## src/hdl/wtsp_pkg.sv

```systemverilog
// ----------------------------------------------------------------------------
// wtsp_pkg: shared types and constants of the projection block
// Field widths, configuration register indexes and reset values.
// ----------------------------------------------------------------------------
package wtsp_pkg;

  localparam int FRAC_BITS_DEF = 16;
  localparam int FX_W          = 32;
  localparam int DIM_W         = 14;
  localparam int CFG_IDX_W     = 3;
  localparam int CFG_DATA_W    = 64;
  localparam int QUO_W         = 31;

  localparam logic [DIM_W-1:0] WIDTH_RESET  = 14'd1920;
  localparam logic [DIM_W-1:0] HEIGHT_RESET = 14'd1080;

  typedef enum logic [CFG_IDX_W-1:0] {
    CFG_ROW_X_FIRST  = 3'd0,
    CFG_ROW_X_SECOND = 3'd1,
    CFG_ROW_Y_FIRST  = 3'd2,
    CFG_ROW_Y_SECOND = 3'd3,
    CFG_ROW_W_FIRST  = 3'd4,
    CFG_ROW_W_SECOND = 3'd5,
    CFG_SCREEN_W     = 3'd6,
    CFG_SCREEN_H     = 3'd7
  } cfg_idx_e;

  typedef struct packed {
    logic                 on_screen;
    logic signed [FX_W-1:0] screen_x;
    logic signed [FX_W-1:0] screen_y;
    logic signed [FX_W-1:0] depth_scale;
  } result_t;

  typedef struct packed {
    logic on_screen;
    logic neg_x;
    logic neg_y;
  } side_t;

endpackage

```

## src/hdl/wtsp_div.sv

```systemverilog
// ----------------------------------------------------------------------------
// wtsp_div: pipelined restoring divider
// One quotient bit per stage; flags a quotient that does not fit QUO_W bits.
// ----------------------------------------------------------------------------
module wtsp_div #(
  parameter int NUM_W = 65,
  parameter int DEN_W = 32,
  parameter int QUO_W = wtsp_pkg::QUO_W
) (
  input  logic             clk_i,
  input  logic             en_i,
  input  logic [NUM_W-1:0] num_i,
  input  logic [DEN_W-1:0] den_i,
  output logic [QUO_W-1:0] quo_o,
  output logic             ovf_o
);
  import wtsp_pkg::*;

  localparam int HI_W  = NUM_W - QUO_W;
  localparam int CMP_W = (HI_W > DEN_W) ? HI_W : DEN_W;

  logic [DEN_W-1:0] rem_q [0:QUO_W];
  logic [QUO_W-1:0] low_q [0:QUO_W];
  logic [QUO_W-1:0] quo_q [0:QUO_W];
  logic [DEN_W-1:0] den_q [0:QUO_W];
  logic             ovf_q [0:QUO_W];

  logic [CMP_W-1:0] hi_ext, den_ext;

  assign hi_ext  = CMP_W'(num_i[NUM_W-1:QUO_W]);
  assign den_ext = CMP_W'(den_i);

  // Entry stage: range check on the high part, which seeds the remainder.
  always_ff @(posedge clk_i) begin
    if (en_i) begin
      ovf_q[0] <= (hi_ext >= den_ext);
      rem_q[0] <= hi_ext[DEN_W-1:0];
      low_q[0] <= num_i[QUO_W-1:0];
      quo_q[0] <= '0;
      den_q[0] <= den_i;
    end
  end

  for (genvar k = 0; k < QUO_W; k++) begin : g_stage
    logic [DEN_W:0] trial, diff;
    logic           ge;
    assign trial = {rem_q[k], low_q[k][QUO_W-1]};
    assign diff  = trial - {1'b0, den_q[k]};
    assign ge    = !diff[DEN_W];
    always_ff @(posedge clk_i) begin
      if (en_i) begin
        rem_q[k+1] <= ge ? diff[DEN_W-1:0] : trial[DEN_W-1:0];
        low_q[k+1] <= {low_q[k][QUO_W-2:0], 1'b0};
        quo_q[k+1] <= {quo_q[k][QUO_W-2:0], ge};
        den_q[k+1] <= den_q[k];
        ovf_q[k+1] <= ovf_q[k];
      end
    end
  end

  assign quo_o = quo_q[QUO_W];
  assign ovf_o = ovf_q[QUO_W];

endmodule

```

## config.mk

```make
export PLATFORM = sky130hd
export DESIGN_NAME = wtsp_div
export DESIGN_NICKNAME = d
export VERILOG_FILES = /design/src/hdl/wtsp_pkg.sv /design/src/hdl/wtsp_div.sv
export SDC_FILE = /design/constraint.sdc
export NUM_CORES = 2
export LEC_CHECK = 0
export BUFFER_PORTS_ARGS = -buffer_cell sky130_fd_sc_hd__buf_2
export CAP_MARGIN = 10
export CORE_UTILIZATION = 35
export CTS_BUF_LIST = sky130_fd_sc_hd__clkbuf_8 sky130_fd_sc_hd__clkbuf_16
export DETAILED_ROUTE_END_ITERATION = 10
export GPL_TIMING_DRIVEN = 0
export PLACE_DENSITY = 0.57
export SLEW_MARGIN = 25
export SYNTH_ARGS = -nofsm -noshare
export SYNTH_HDL_FRONTEND = slang
export SYNTH_SLANG_ARGS = --single-unit
```

## constraint.sdc

```tcl
create_clock -name clk_i -period 11.4 [get_ports clk_i]
set_input_delay 0 -clock clk_i [delete_from_list [all_inputs] [get_ports clk_i]]
set_output_delay 0 -clock clk_i [all_outputs]
set_load 0.02 [all_outputs]
```

### Yosys cells after proc, flatten, opt, wreduce, memory -nomap -nowiden

Memory sizes are Yosys's and may differ from the RTL's.
Index checks and enable logic that the tools add are counted.

* reduce and logical (&&, ||, !) cells: 31
* multiplexer cells: 33
* $lt $le $gt $ge: 1
* $add $sub $neg: 31

Operators with widths (number)
* subtractor 33 x 32 -> 33 bit: 31
* two-way mux 32 bit: 31
* greater-or-equal comparator 34 x 32 -> 1 bit: 1
* logical NOT 1 bit: 31
* two-way mux 1 bit: 2

* word-level logic and storage cells: 101
* register bits after elaboration: 0
* memories kept: 5
* bits in writable memories: 4064
* output and inout port bits: 32
* input bits: 99

Memory list
* den_q: depth 32, bits a word 32, read ports 31, clocked after Yosys merged registers in 0, wr ports 32, RTL line wtsp_div.sv:25 `logic [DEN_W-1:0] den_q [0:QUO_W];`
* rem_q: depth 32, bits a word 32, read ports 31, clocked after Yosys merged registers in 0, wr ports 32, RTL line wtsp_div.sv:22 `logic [DEN_W-1:0] rem_q [0:QUO_W];`
* low_q: depth 32, bits a word 31, read ports 31, clocked after Yosys merged registers in 0, wr ports 32, RTL line wtsp_div.sv:23 `logic [QUO_W-1:0] low_q [0:QUO_W];`
* quo_q: depth 32, bits a word 31, read ports 32, clocked after Yosys merged registers in 0, wr ports 32, RTL line wtsp_div.sv:24 `logic [QUO_W-1:0] quo_q [0:QUO_W];`
* ovf_q: depth 32, bits a word 1, read ports 32, clocked after Yosys merged registers in 0, wr ports 32, RTL line wtsp_div.sv:26 `logic ovf_q [0:QUO_W];`

### Longest topological paths before layout

An unclocked memory read counts as a cell.

* depth after elaboration: 3
* depth in mapped cells: 17
* depth with buffers taken out: 16

### Least setup slack after synthesis

OpenSTA, ideal clock, no wires.

* path type: register -> register
* start: mem den_q[10][0], in the netlist den_q[2][64]
* end: mem rem_q[11][10], data pin
* stages on the path, launching flop included: 16
* required time: 11140 ps
* setup time: 260 ps
* path buffers: 1
* period minus slack after synthesis: 4035 ps
* path slack: 7365 ps
* data arrival time: 3775 ps
* cell sequence: edfxtp_1 > ha_1 > fa_1 > nor2b_1 > o21ai_1 > a21oi_2 > o211a_1 > nor2_2 > a22o_4 > or4b_4 > a21oi_4 > a31oi_1 > o31ai_2 > xor2_2 > buf_6 > mux2_4

RTL lines (RTL line)
* from (decl): wtsp_div.sv:25
* to (decl): wtsp_div.sv:22

==> impl_metrics.ini <==
[drt]
route.met3.wl_um = 12900
drc = 0
avgRoutedWirePerCell_um = 16.8
drtIter0Drc = 5480
via_per_inst = 4.86
routedLengthMet1_um = 142000
firstDrtPassIters = 6
wl_met2_um = 144000
topRoutingLayerUsed = met5
vias = 89400
ant_nets = 0
wl_um = 308000

[cells_and_area]
final_common_cell = edfxtp_1
area_growth_pct = 14.4
finalNetCount = 13600
drive_gt1_share_pct = 11.0
post-route-util_pct = 40.4
final_cell_mix = edfxtp_1 (3008), inv_1 (1271), ha_1 (1023)
multi_input_area_um2 = 55400
n_fill_cell = 40100
seqCellArea_um2 = 90300

[placement]
dp_hpwl_um = 224000
place_congestion = 0.868
numPortBuffers = 130

[sta]
finalHoldViolations = 0
fmax_ghz = 0.179
slew_viol_final = 0
fin_skew_ns = 0.0828
final.setup.tns_ns = 0
rsz0062_at_grt = no
finalCriticalPeriod_ns = 5.59
setup_viol = 0
period_share_pct = 49.0
tightest_slew_ns = 1.04
max_slew_margin_pct = 30.3

[worst_setup_path]
cp_num_buf_inv = 2
cp_data_arrival_time_ns = 6.24
endpoint_kind = flop
path_depth = 16
critPathMaxStageDelay_ns = 0.64
worstRegToRegCells = 16
required_ns = 12.06
cpMaxStageDelayCell = xor2_2
path_max_fanout = 10
cp_cell_sequence = inv_1, ha_1, fa_1, nand2b_1, a21oi_1, o21ba_2, o21ai_1, a2111o_1, a21oi_1, a31oi_1, o21ai_1, a21o_1, a21oi_1, xor2_2, buf_2, mux2_2
start_kind = flop
critPathTopFamily = compound AO/OA/AOI/OAI gates
cp_common_cell = a21oi_1
path_class = reg -> reg

[clock_tree]
root_buffer = clkbuf_16
cts_tree = done
cts_buffers = 349
clock-sinks = 3008
h-tree-depth = 5
cts_buffer_depth = 4
insertion_delay_ns = 0.94
postCtsSetupBuffers = 0
path_clk_slew_ns = 0.06

[yosys]
yosysTopAreaCellShare_pct = 59.8
ys_seq_area_share_pct = 59.8
synth_compound_area_share_pct = 11.8
syn-num-nets = 12900
syn_area_per_cell_um2 = 12.9
synth_mux_area_share_pct = 4.86
yosysWarnings = 0
synth_area_leaders = edfxtp_1 (60%), ha_1 (8.5%), mux2_2 (4.0%), inv_1 (3.0%), xnor2_1 (2.9%)
synth_simple_gate_area_share_pct = 6.02
synth_top_area_cell = edfxtp_1
synth-xor-area-share_pct = 4.98
synth_cell_types = 95
yosys_register_bits = 3008
synthFlopType = edfxtp_1
synthAdderAreaFrac_pct = 8.87
syn_inst = 11700
async_flop_share_pct = 0
synth_edf_count = 3008
syn_area_um2 = 151000
synth_top_family_by_area = compound AO/OA/AOI/OAI gates

[grt]
grt_start_max_net_pins = 140
grt_pass1_vias = 88900
overflow = 0
gr-usage-all-layers_pct = 13.9
antenna_found_initial = 7
grt_pass1_wl_um = 488000

[worst_hold_path]
holdPathStages = 2
min_path_type = in -> reg

[die]
ioPinCount = 131
die_y_um = 659
rows = 240
floorplan.initialDensity_pct = 35.3
die_w_um = 659
dieArea_um2 = 434000
coreArea_um2 = 429000

[pwr]
p_leak_nw = 69.6
p_seq_share_pct = 34.6
clock_power_share_pct = 21.4
powerDensity_nw_per_um2 = 295
combPwrFrac_pct = 44.1
p_int_mw = 32.7
peakVddDrop_v = 0.000130
p_switching_mw = 18.4
swShare_pct = 36.0

[outcome]
status = finished clean

[run]
cap_violations = 0
[sequential cells by signal (all words and copies together) (netlist names)]
| register | count |
|---|---|
| ovf_q | 32 |
| quo_q | 496 |
| rem_q | 992 |
| den_q | 992 |
| low_q | 496 |
[repair_timing]
action / 4_1_cts / 5_1_grt
endpoints found under the hold margin: 372 / 0
resized for setup: 0 / 0
hold buffers: 196 / 0
[stage by stage]
stage	hold slack (ns)	std cells	area, um2	power (mW)	setup slack, ns
2_1_floorplan	0.0989	11700	151000	34.3	7.37
5_1_grt	0.0463	18400	173000	54.8	5.52
3_5_place_dp	0.178	17600	160000	40.3	5.79
6_report	0.119	18400	173000	51.1	5.81
4_1_cts	0.00908	18400	173000	51.7	5.74
3_3_place_gp	0.177	17500	159000	41.2	-39.66
[Yosys cell counts (37+ instances only)]
library cell  count
edfxtp_1       3008
inv_1          1215
ha_1           1023
a21oi_1         783
o21ai_0         718
nand2_1         672
mux2_2          539
a21o_1          531
xnor2_1         505
nor2_1          350
xor2_1          349
clkbuf_1        169
nand3_1         162
nand2b_1        156
o21a_1          149
nor2b_1         146
a31oi_1          85
o21bai_1         77
nand4_1          72
and3_1           69
nor3_1           65
a211oi_1         54
buf_2            49
o31ai_1          48
mux2_4           47
mux2i_1          45
or3_1            37
[power by group through the flow]
stage          Clock, mW  Combinational (mW)  Sequential [mW]
3_3_place_gp           0                22.3             19.0
5_1_grt             11.7                25.1             17.9
4_1_cts             11.4                22.7             17.7
3_5_place_dp           0                22.4             17.9
2_1_floorplan          0                17.1             17.1
6_report            10.9                22.5             17.7
[metal layers]
metal / vias to the layer above / GRT usage [%]
met3: 476 / 2.02
li1: 44700 / -
met2: 1368 / 23.3
met4: 2 / 4.30
met5: - / 0
met1: 42800 / 18.6
[area by class of cell]
class / instances / share of cell area [%]
clock buffer: 355 / 5.14
inverter: 1216 / 2.64
clock inverter: 276 / 1.33
multi-input combinational: 7256 / 32.0
sequential: 3008 / 52.2
buffer: 232 / 0.581
tap: 5687 / 4.11
timing repair buffer: 354 / 1.96
antenna: 6 / 0.00868
[cells by family (layout without fill, tap and decap cells)]
group                      Yosys count  in the layout
and+or+nand+nor                   1881           1881
xor gates and xnor gates           857            857
DFF                               3008           3008
other                                0              6
muxes                              641            641
adders and majority gates         1053           1053
AOI/OAI and AO/OA                 2824           2824
buffers and inverters             1448           2433
[worst paths after layout]
check / startpoint / endpoint / slack [ns]
setup / recovery: low_q[17][30] / rem_q[18][25] / 5.81
hold / removal: en_i / low_q[3][13] / 0.12
setup reg to reg: low_q[17][30] / rem_q[18][25] / 5.81
hold reg to reg: low_q[21][25] / low_q[22][26] / 0.37
Note: power is estimated with default switching activity, not from simulation.
